### config.mk
export PLATFORM = sky130hd
export DESIGN_NAME = frame_timing_window_stats_top
export DESIGN_NICKNAME = d
export VERILOG_FILES = /design/src/hdl/ftws_pkg.sv /design/src/hdl/frame_timing_window_stats_top.sv
export SDC_FILE = /design/constraint.sdc
export NUM_CORES = 2
export LEC_CHECK = 0
export BUFFER_PORTS_ARGS = -buffer_cell sky130_fd_sc_hd__clkbuf_2
export CORE_AREA = 2 2 363 365
export CTS_CLUSTER_DIAMETER = 40
export DETAILED_ROUTE_END_ITERATION = 8
export DIE_AREA = 0 0 365 367
export PLACE_DENSITY = 0.65
export SYNTH_ARGS = -nofsm -noshare
export SYNTH_HDL_FRONTEND = slang
export SYNTH_SLANG_ARGS = --single-unit
### constraint.sdc
create_clock -name clk_i -period 12 [get_ports clk_i]
set_input_delay 0.6 -clock clk_i [delete_from_list [all_inputs] [get_ports clk_i]]
set_output_delay 0.6 -clock clk_i [all_outputs]
set_load 0.02 [all_outputs]
### src/hdl/ftws_pkg.sv
// Shared constants and command codes for the frame timing window statistics block.
package ftws_pkg;

  // Default width of the frame and duration counters.
  localparam int unsigned CounterWidthDef = 64;

  // Reset value of the nominal frame period, in nanoseconds.
  localparam logic [31:0] PeriodReset = 32'd1000000;

  // Input command codes.
  localparam logic [1:0] CmdRecord = 2'd0;
  localparam logic [1:0] CmdFold   = 2'd1;
  localparam logic [1:0] CmdClear  = 2'd2;

endpackage

### src/hdl/frame_timing_window_stats_top.sv
// Frame timing window statistics with a restoring radix-2 divider for the window average.
// Record and clear items are taken without leaving the idle state, so the block stays ready for the next item.
// A baseline fold goes from idle straight to the finish state, which loads the output register, then back to idle.
// Other folds pass through the divide state and then the finish state before returning to idle.
// in_ready_o stays low while a fold is in progress or its result cannot enter the output register.
// rst_ni clears all statistics asynchronously and sets the period to 1000000 ns.
module frame_timing_window_stats_top
  import ftws_pkg::*;
#(
  parameter int unsigned COUNTER_WIDTH = CounterWidthDef
) (
  input  logic        clk_i,
  input  logic        rst_ni,
  // Period register write port
  input  logic        period_we_i,
  input  logic [31:0] period_ns_i,
  // Input channel
  input  logic        in_valid_i,
  output logic        in_ready_o,
  input  logic [1:0]  cmd_i,
  input  logic [31:0] tx_ns_i,
  input  logic [31:0] irq_count_i,
  // Result channel
  output logic        out_valid_o,
  input  logic        out_ready_i,
  output logic        is_first_o,
  output logic [63:0] frames_in_window_o,
  output logic [31:0] irqs_in_window_o,
  output logic [31:0] avg_ns_o,
  output logic [31:0] max_ns_o,
  output logic [31:0] slack_ns_o,
  output logic [31:0] late_irqs_o,
  output logic [63:0] backlog_total_o,
  output logic [63:0] worst_window_o
);

  localparam int unsigned CW   = COUNTER_WIDTH;
  localparam int unsigned CntW = $clog2(COUNTER_WIDTH);

  localparam logic [1:0] StIdle = 2'd0;
  localparam logic [1:0] StDiv  = 2'd1;
  localparam logic [1:0] StFin  = 2'd2;

  logic [1:0]    state_q, state_d;
  logic [31:0]   period_q;
  logic [CW-1:0] frame_total_q, duration_total_q;
  logic [31:0]   duration_peak_q;
  logic          baseline_taken_q;
  logic [CW-1:0] prev_frame_total_q, prev_duration_total_q;
  logic [31:0]   prev_irq_count_q;
  logic [63:0]   backlog_sum_q, backlog_worst_q;
  logic          out_valid_q;

  // Divider and fold working registers
  logic [CW-1:0]   rem_q, quo_q, div_q;
  logic [CntW-1:0] cnt_q;
  logic [31:0]     irq_delta_q;
  logic            first_q;

  // Output payload registers
  logic        is_first_q;
  logic [63:0] frames_out_q;
  logic [31:0] irqs_out_q, avg_out_q, max_out_q, headroom_out_q, late_out_q;
  logic [63:0] backlog_out_q, worst_out_q;

  logic in_acc, out_free, div_last, fin_fire;
  logic is_record, is_fold, is_clear;

  assign in_ready_o = (state_q == StIdle);
  assign in_acc     = in_valid_i && in_ready_o;
  assign out_free   = !out_valid_q || out_ready_i;
  assign div_last   = (cnt_q == CntW'(CW - 1));
  assign fin_fire   = (state_q == StFin) && out_free;
  assign is_record  = in_acc && (cmd_i == CmdRecord);
  assign is_fold    = in_acc && (cmd_i == CmdFold);
  assign is_clear   = in_acc && (cmd_i == CmdClear);

  // One restoring division step: shift in the next dividend bit and try to subtract.
  logic [CW:0]   rem_sh;
  logic [CW+1:0] rem_sub;
  assign rem_sh  = {rem_q, quo_q[CW-1]};
  assign rem_sub = {1'b0, rem_sh} - {2'b00, div_q};

  // Window results from the finished division.
  logic [31:0] avg_w, headroom_w, late_w;
  logic        late_hit;
  logic [63:0] backlog_next, worst_next;
  always_comb begin
    avg_w        = (div_q != '0) ? quo_q[31:0] : 32'd0;
    headroom_w   = (avg_w < period_q) ? (period_q - avg_w) : 32'd0;
    late_hit     = CW'(irq_delta_q) > div_q;
    late_w       = late_hit ? (irq_delta_q - div_q[31:0]) : 32'd0;
    backlog_next = backlog_sum_q + 64'(late_w);
    worst_next   = (64'(late_w) > backlog_worst_q) ? 64'(late_w) : backlog_worst_q;
    if (first_q) begin
      avg_w        = 32'd0;
      headroom_w   = 32'd0;
      late_w       = 32'd0;
      backlog_next = backlog_sum_q;
      worst_next   = backlog_worst_q;
    end
  end

  // Sequencer: idle, divide (skipped for a baseline fold), then hand the result to the output register.
  always_comb begin
    state_d = state_q;
    unique case (state_q)
      StIdle: begin
        if (is_fold) begin
          state_d = baseline_taken_q ? StDiv : StFin;
        end
      end
      StDiv: begin
        if (div_last) begin
          state_d = StFin;
        end
      end
      StFin: begin
        if (out_free) begin
          state_d = StIdle;
        end
      end
      default: state_d = StIdle;
    endcase
  end

  // Control state and statistics.
  always_ff @(posedge clk_i or negedge rst_ni) begin
    if (!rst_ni) begin
      state_q               <= StIdle;
      period_q              <= PeriodReset;
      frame_total_q         <= '0;
      duration_total_q      <= '0;
      duration_peak_q       <= '0;
      baseline_taken_q      <= 1'b0;
      prev_frame_total_q    <= '0;
      prev_duration_total_q <= '0;
      prev_irq_count_q      <= '0;
      backlog_sum_q         <= '0;
      backlog_worst_q       <= '0;
      out_valid_q           <= 1'b0;
      cnt_q                 <= '0;
    end else begin
      state_q <= state_d;
      if (period_we_i) begin
        period_q <= period_ns_i;
      end
      if (is_record && (tx_ns_i != 32'd0)) begin
        frame_total_q    <= frame_total_q + CW'(1);
        duration_total_q <= duration_total_q + CW'(tx_ns_i);
        if (tx_ns_i > duration_peak_q) begin
          duration_peak_q <= tx_ns_i;
        end
      end
      if (is_clear) begin
        frame_total_q         <= '0;
        duration_total_q      <= '0;
        duration_peak_q       <= '0;
        baseline_taken_q      <= 1'b0;
        prev_frame_total_q    <= '0;
        prev_duration_total_q <= '0;
        prev_irq_count_q      <= '0;
        backlog_sum_q         <= '0;
        backlog_worst_q       <= '0;
      end
      // Totals are frozen while a fold runs, so the baseline moves at acceptance.
      if (is_fold) begin
        prev_frame_total_q    <= frame_total_q;
        prev_duration_total_q <= duration_total_q;
        prev_irq_count_q      <= irq_count_i;
        baseline_taken_q      <= 1'b1;
        cnt_q                 <= '0;
      end else if (state_q == StDiv) begin
        cnt_q <= cnt_q + CntW'(1);
      end
      if (fin_fire) begin
        backlog_sum_q   <= backlog_next;
        backlog_worst_q <= worst_next;
      end
      if (fin_fire) begin
        out_valid_q <= 1'b1;
      end else if (out_ready_i) begin
        out_valid_q <= 1'b0;
      end
    end
  end

  // Divider operands and output payload.
  always_ff @(posedge clk_i) begin
    if (is_fold) begin
      first_q     <= !baseline_taken_q;
      rem_q       <= '0;
      quo_q       <= duration_total_q - prev_duration_total_q;
      div_q       <= frame_total_q - prev_frame_total_q;
      irq_delta_q <= irq_count_i - prev_irq_count_q;
    end else if (state_q == StDiv) begin
      if (!rem_sub[CW+1]) begin
        rem_q <= rem_sub[CW-1:0];
        quo_q <= {quo_q[CW-2:0], 1'b1};
      end else begin
        rem_q <= rem_sh[CW-1:0];
        quo_q <= {quo_q[CW-2:0], 1'b0};
      end
    end
    if (fin_fire) begin
      is_first_q     <= first_q;
      frames_out_q   <= first_q ? 64'd0 : 64'(div_q);
      irqs_out_q     <= first_q ? 32'd0 : irq_delta_q;
      avg_out_q      <= avg_w;
      max_out_q      <= duration_peak_q;
      headroom_out_q <= headroom_w;
      late_out_q     <= late_w;
      backlog_out_q  <= backlog_next;
      worst_out_q    <= worst_next;
    end
  end

  assign out_valid_o        = out_valid_q;
  assign is_first_o         = is_first_q;
  assign frames_in_window_o = frames_out_q;
  assign irqs_in_window_o   = irqs_out_q;
  assign avg_ns_o           = avg_out_q;
  assign max_ns_o           = max_out_q;
  assign slack_ns_o         = headroom_out_q;
  assign late_irqs_o        = late_out_q;
  assign backlog_total_o    = backlog_out_q;
  assign worst_window_o     = worst_out_q;

endmodule

== Yosys cells after proc, flatten, opt, wreduce, memory -nomap -nowiden ==
Index checks and enable logic that the tools add are counted.
Storage, ports and cells
  flip-flop bits (word level): 1068
  output and inout bits: 355
Operators by class
  add/subtract/negate cells: 10
  bitwise operators: 1
  reduce and logical (&&, ||, !) cells: 22
  order comparisons: 4
  muxes and demuxes: 34
  equality and inequality tests: 8
Operator list (number)
  two-way mux 64 bit: 15
  two-way mux 32 bit: 7
  adder 64 x 32 -> 64 bit: 2
  > comparator 32 x 64 -> 1 bit: 2
  subtractor 64 bit: 2
  subtractor 32 bit: 3
  subtractor 65 x 64 -> 66 bit: 1
  adder 64 x 1 -> 64 bit (second input constant): 1
  nonzero test 64 bit: 1
  > comparator 32 bit: 1
  < comparator 32 bit: 1
  nonzero test 32 bit: 1
  two-way mux 6 bit: 2
  nonzero test 2 bit: 6
  two-way mux 2 bit: 4
  adder 6 x 1 -> 6 bit (second input constant): 1
  == test 6 bit (second input constant): 1
  logical AND 1 bit: 6
  one-hot mux 2 bit (3 select lines): 1
  two-way mux 1 bit: 5
  == test 2 x 1 -> 1 bit (second input constant): 2
  == test 2 bit (second input constant): 2
  logical NOT 2 bit: 2
  inequality test 2 bit (second input constant): 2
  other kinds (7): 8

== Depth between registers and ports, before layout ==
  depth after elaboration: 6
  depth in mapped cells: 30

== Worst setup path before layout ==
Ideal clock, no wire load.
  path kind: in2reg
  from: in out_ready_i
  to: reg avg_out_q[0], in the netlist avg_ns_o[0] (enable)
  path slack: 0.114 ns
  cell stages on the path: 6
  data required time: 11.147 ns
  setup time: 0.853 ns
  buffers on the path: 3
  arrival time: 11.032 ns
  cells stage by stage: nand2b_1 nand2b_1 clkbuf_1 inv_1 clkbuf_1 buf_1
On the way
  cells in the longest elaborated chain, start to end: 2
RTL lines
  from (decl): RTL line frame_timing_window_stats_top.sv:25  | input logic out_ready_i,
  logical OR 1 bit: RTL line frame_timing_window_stats_top.sv:71  | assign out_free = !out_valid_q || out_ready_i;
  logical AND 1 bit: RTL line frame_timing_window_stats_top.sv:73  | assign fin_fire = (state_q == StFin) && out_free;
  via fin_fire: RTL line frame_timing_window_stats_top.sv:66  | logic in_acc, out_free, div_last, fin_fire;
  to (signal assigned): RTL line frame_timing_window_stats_top.sv:209  | avg_out_q <= avg_w;
  to (decl): RTL line frame_timing_window_stats_top.sv:63  | logic [31:0] irqs_out_q, avg_out_q, max_out_q, headroom_out_q, late_out_q;
The timed path passes the listed nets, and every way through them passes these cells.
A chain may end at the register's enable or synchronous reset.

== Worst setup path after layout ==
  from: reg div_q[0]
  to: reg backlog_sum_q[56]
On the way
  cells in the longest elaborated chain, start to end: 5
  elaborated cells between the ends (all ways): 6
RTL lines
  from (decl): RTL line frame_timing_window_stats_top.sv:55  | logic [CW-1:0] rem_q, quo_q, div_q;
  from (signal assigned): RTL line frame_timing_window_stats_top.sv:194  | div_q <= frame_total_q - prev_frame_total_q;
  > comparator 32 x 64 -> 1 bit or subtractor 32 bit (tied branches): RTL line frame_timing_window_stats_top.sv:91, frame_timing_window_stats_top.sv:92
  two-way mux 32 bit (*): RTL line frame_timing_window_stats_top.sv:92  | late_w = late_hit ? (irq_delta_q - div_q[31:0]) : 32'd0;
  adder 64 x 32 -> 64 bit (*): RTL line frame_timing_window_stats_top.sv:93  | backlog_next = backlog_sum_q + 64'(late_w);
  two-way mux 64 bit (*): RTL line frame_timing_window_stats_top.sv:95  | if (first_q) begin
  two-way mux 64 bit (*): RTL line frame_timing_window_stats_top.sv:176  | if (fin_fire) begin
  to (signal assigned): RTL line frame_timing_window_stats_top.sv:177  | backlog_sum_q <= backlog_next;
  to (decl): RTL line frame_timing_window_stats_top.sv:51  | logic [63:0] backlog_sum_q, backlog_worst_q;
Mark *: on every way between the ends. The rest lies on a longest branch, timed or not.

==> flow_metrics.tcl <==
set metrics [dict create \
    cp_max_fo 22 \
    nets 7295 \
    maxSlewHeadroom_pct 14.7 \
    overflow 0 \
    cts_buffers 169 \
    cp_slowest_cell "nand3_1" \
    wl_per_cell_um 20.8 \
    power.density_mw_per_mm2 248 \
    synth_xor_area_share_pct 5.92 \
    netlist_area_mm2 0.0620 \
    synth_edf_count 514 \
    clkTransAtPathRegs_ns 0.05 \
    place_area_mm2 0.0657 \
    synth_top_family_by_area "compound AO/OA/AOI/OAI gates" \
    final_area_mm2 0.0719 \
    synth-compound-area-share_pct 17.8 \
    vias_per_cell 5.74 \
    yosys.area_share.simple_pct 15.0 \
    grt_pass1_wl_mm 279 \
    worstSkewPairLatency_ns 0.78 \
    finalNonFillerCells 8676 \
    synth_flop_cell "edfxtp_1" \
    nFillCells 11700 \
    rsz0062_at_grt "no" \
    cts_resized 0 \
    fp-row-count 133 \
    setup_violations 0 \
    required_ns 12.67 \
    cap_violations 0 \
    final.setup.tns_ns 0 \
    hold_path_class "primary input to flop" \
    htree_levels 4 \
    critPathBufInv 2 \
    fmax_mhz 130 \
    die_w_um 365 \
    synth.avg_cell_area_um2 9.68 \
    io_buffers 457 \
    status "completed" \
    min_period_ns 7.72 \
    grt_pass1_vias 47500 \
    slew_viol_final 0 \
    drtAntennaViolNets 0 \
    path_delay_family "compound AO/OA/AOI/OAI gates" \
    grt_usage_pct 26.6 \
    synth-seq-cells 1068 \
    seq_area_frac_synth_pct 46.8 \
    drt-initial-drc-count 4448 \
    end_kind "flop" \
    async_reset_ff_share_pct 45.9 \
    die_area_mm2 0.134 \
    drt_first_pass_iters 6 \
    fin_crit_sh_pct 64.3 \
    cp.arrival_ns 8.39 \
    cp-start-kind "flop" \
    final_core_util_pct 55.1 \
    die_y_um 367 \
    mostFrequentLayoutCells "705 x nand2_1, 514 x edfxtp_1, 483 x dfrtp_1, 462 x o21ai_0, 456 x clkbuf_2" \
    gp_congestion 0.928 \
    wl_mm 180 \
    fp.coreArea_mm2 0.130 \
    start_util_pct 47.5 \
    num_io_pins 458 \
    dp_cells 8347 \
    route.detailed.drc 0 \
    yosysWarnings 0 \
    irDropWorstVdd_uv 141 \
    max_stage_delay_ns 0.82 \
    netlist_instances 6407 \
    layout-drive-gt1-share_pct 13.3 \
    via_count 49800 \
    layout_commonest_cell "nand2_1" \
    p_leak_uw 0.0323 \
    antenna_found_initial 11 \
    worstMarginPinSlew_ns 1.27 \
    cts_buffer_depth 3 \
    timing.hold.ws_ns 0.0581 \
    ys_types 102 \
    cts_sinks 1068 \
    cts_root_buf "clkbuf_16" \
    synth_mux_area_share_pct 1.32 \
    syn_nets 6933 \
    finalHoldViolCount 0 \
    hpwl_mm 134 \
    area.growth.synth_to_final_pct 16.0 \
    synth-adder-area-share_pct 8.63 \
    cts_tree "yes" \
    grt_max_degree 170 \
    final.setup_skew_ns 0.0340 \
    worst-setup-path-type "flop to flop" \
]
-- timing repair --
| item | in CTS | in global routing |
|---|---|---|
| hold buffers | 6 | 0 |
| setup buffers | 0 | 0 |
| hold endpoints to repair | 103 | 0 |
| endpoints found under the setup margin | 0 | 0 |
-- state kept, by name, indices dropped and copies added, names as in the netlist, 64 cells and up --
| signal | count |
|---|---|
| backlog_sum_q | 64 |
| frame_total_q | 64 |
| frames_in_window_o | 64 |
| quo_q | 64 |
| worst_window_o | 64 |
| rem_q | 64 |
| prev_duration_total_q | 64 |
| backlog_total_o | 64 |
| div_q | 64 |
| duration_total_q | 64 |
| prev_frame_total_q | 64 |
| backlog_worst_q | 64 |
-- report_power, final --
group | internal, uW | leakage, uW | switching, uW
Sequential | 4920 | 0.0120 | 548
Clock | 3330 | 0.00298 | 1930
Combinational | 2640 | 0.0174 | 4480
Total | 10900 | 0.0323 | 6960
-- metal layers --
layer  GRT usage (%)  vias to the layer above  wire length (um)
met3            4.25                      252             11600
met2            41.3                     1463             81600
met1            38.8                    24300             83600
met4            6.40                        4              3590
li1                -                    23800                 -
met5               0                        -                24
-- synth_stat cells (192+ instances only) --
cell | instances | area, um2
a21oi_1 | 410 | 2050
xnor2_1 | 238 | 2080
o21ai_0 | 462 | 2310
clkbuf_1 | 280 | 1050
nand3_1 | 192 | 961
inv_1 | 431 | 1620
edfxtp_1 | 514 | 15400
ha_1 | 415 | 5190
a21o_1 | 196 | 1470
nor2_1 | 413 | 1550
nand2_1 | 706 | 2650
dfrtp_1 | 483 | 12100
-- final timing paths --
check / startpoint / end / slack (ns) / cells after the start
min reg2reg: backlog_worst_q[42] / worst_window_o[42] / 0.46 / 0
max: div_q[0] / backlog_sum_q[56] / 4.28 / 27
min in group asynchronous: rst_ni / period_q[10] / 0.46 / 2
min: period_ns_i[13] / period_q[13] / 0.06 / 2
max reg2reg: div_q[0] / backlog_sum_q[56] / 4.28 / 27
max in group asynchronous: rst_ni / backlog_sum_q[29] / 9.15 / 4
-- kinds of logic after synthesis --
| family | count (synthesis) |
|---|---|
| DFF | 1068 |
| adders and majority gates | 423 |
| AOI/OAI and AO/OA | 1714 |
| buffers and inverters | 745 |
| muxes | 77 |
| and+or+nand+nor | 1961 |
| xor gates and xnor gates | 419 |
-- metrics by stage --
| step | setup slack [ns] | total power [uW] |
|---|---|---|
| floorplan | 0.114 | 10500 |
| global placement | 4.67 | 12500 |
| detailed placement | 4.40 | 12500 |
| CTS | 4.38 | 17900 |
| global route | 3.77 | 18900 |
| finish | 4.28 | 17800 |
-- final cells by class --
class	instances	area, um2	share of cell area, %
timing repair buffer	505	2710	3.77
tap	1755	2200	3.05
sequential	1068	29000	40.3
clock buffer	193	4480	6.24
inverter	431	1630	2.27
clock inverter	126	1670	2.32
multi-input combinational	4594	30200	42.0
antenna	4	10.0	0.0139
Power figures use the tool's default switching activity.
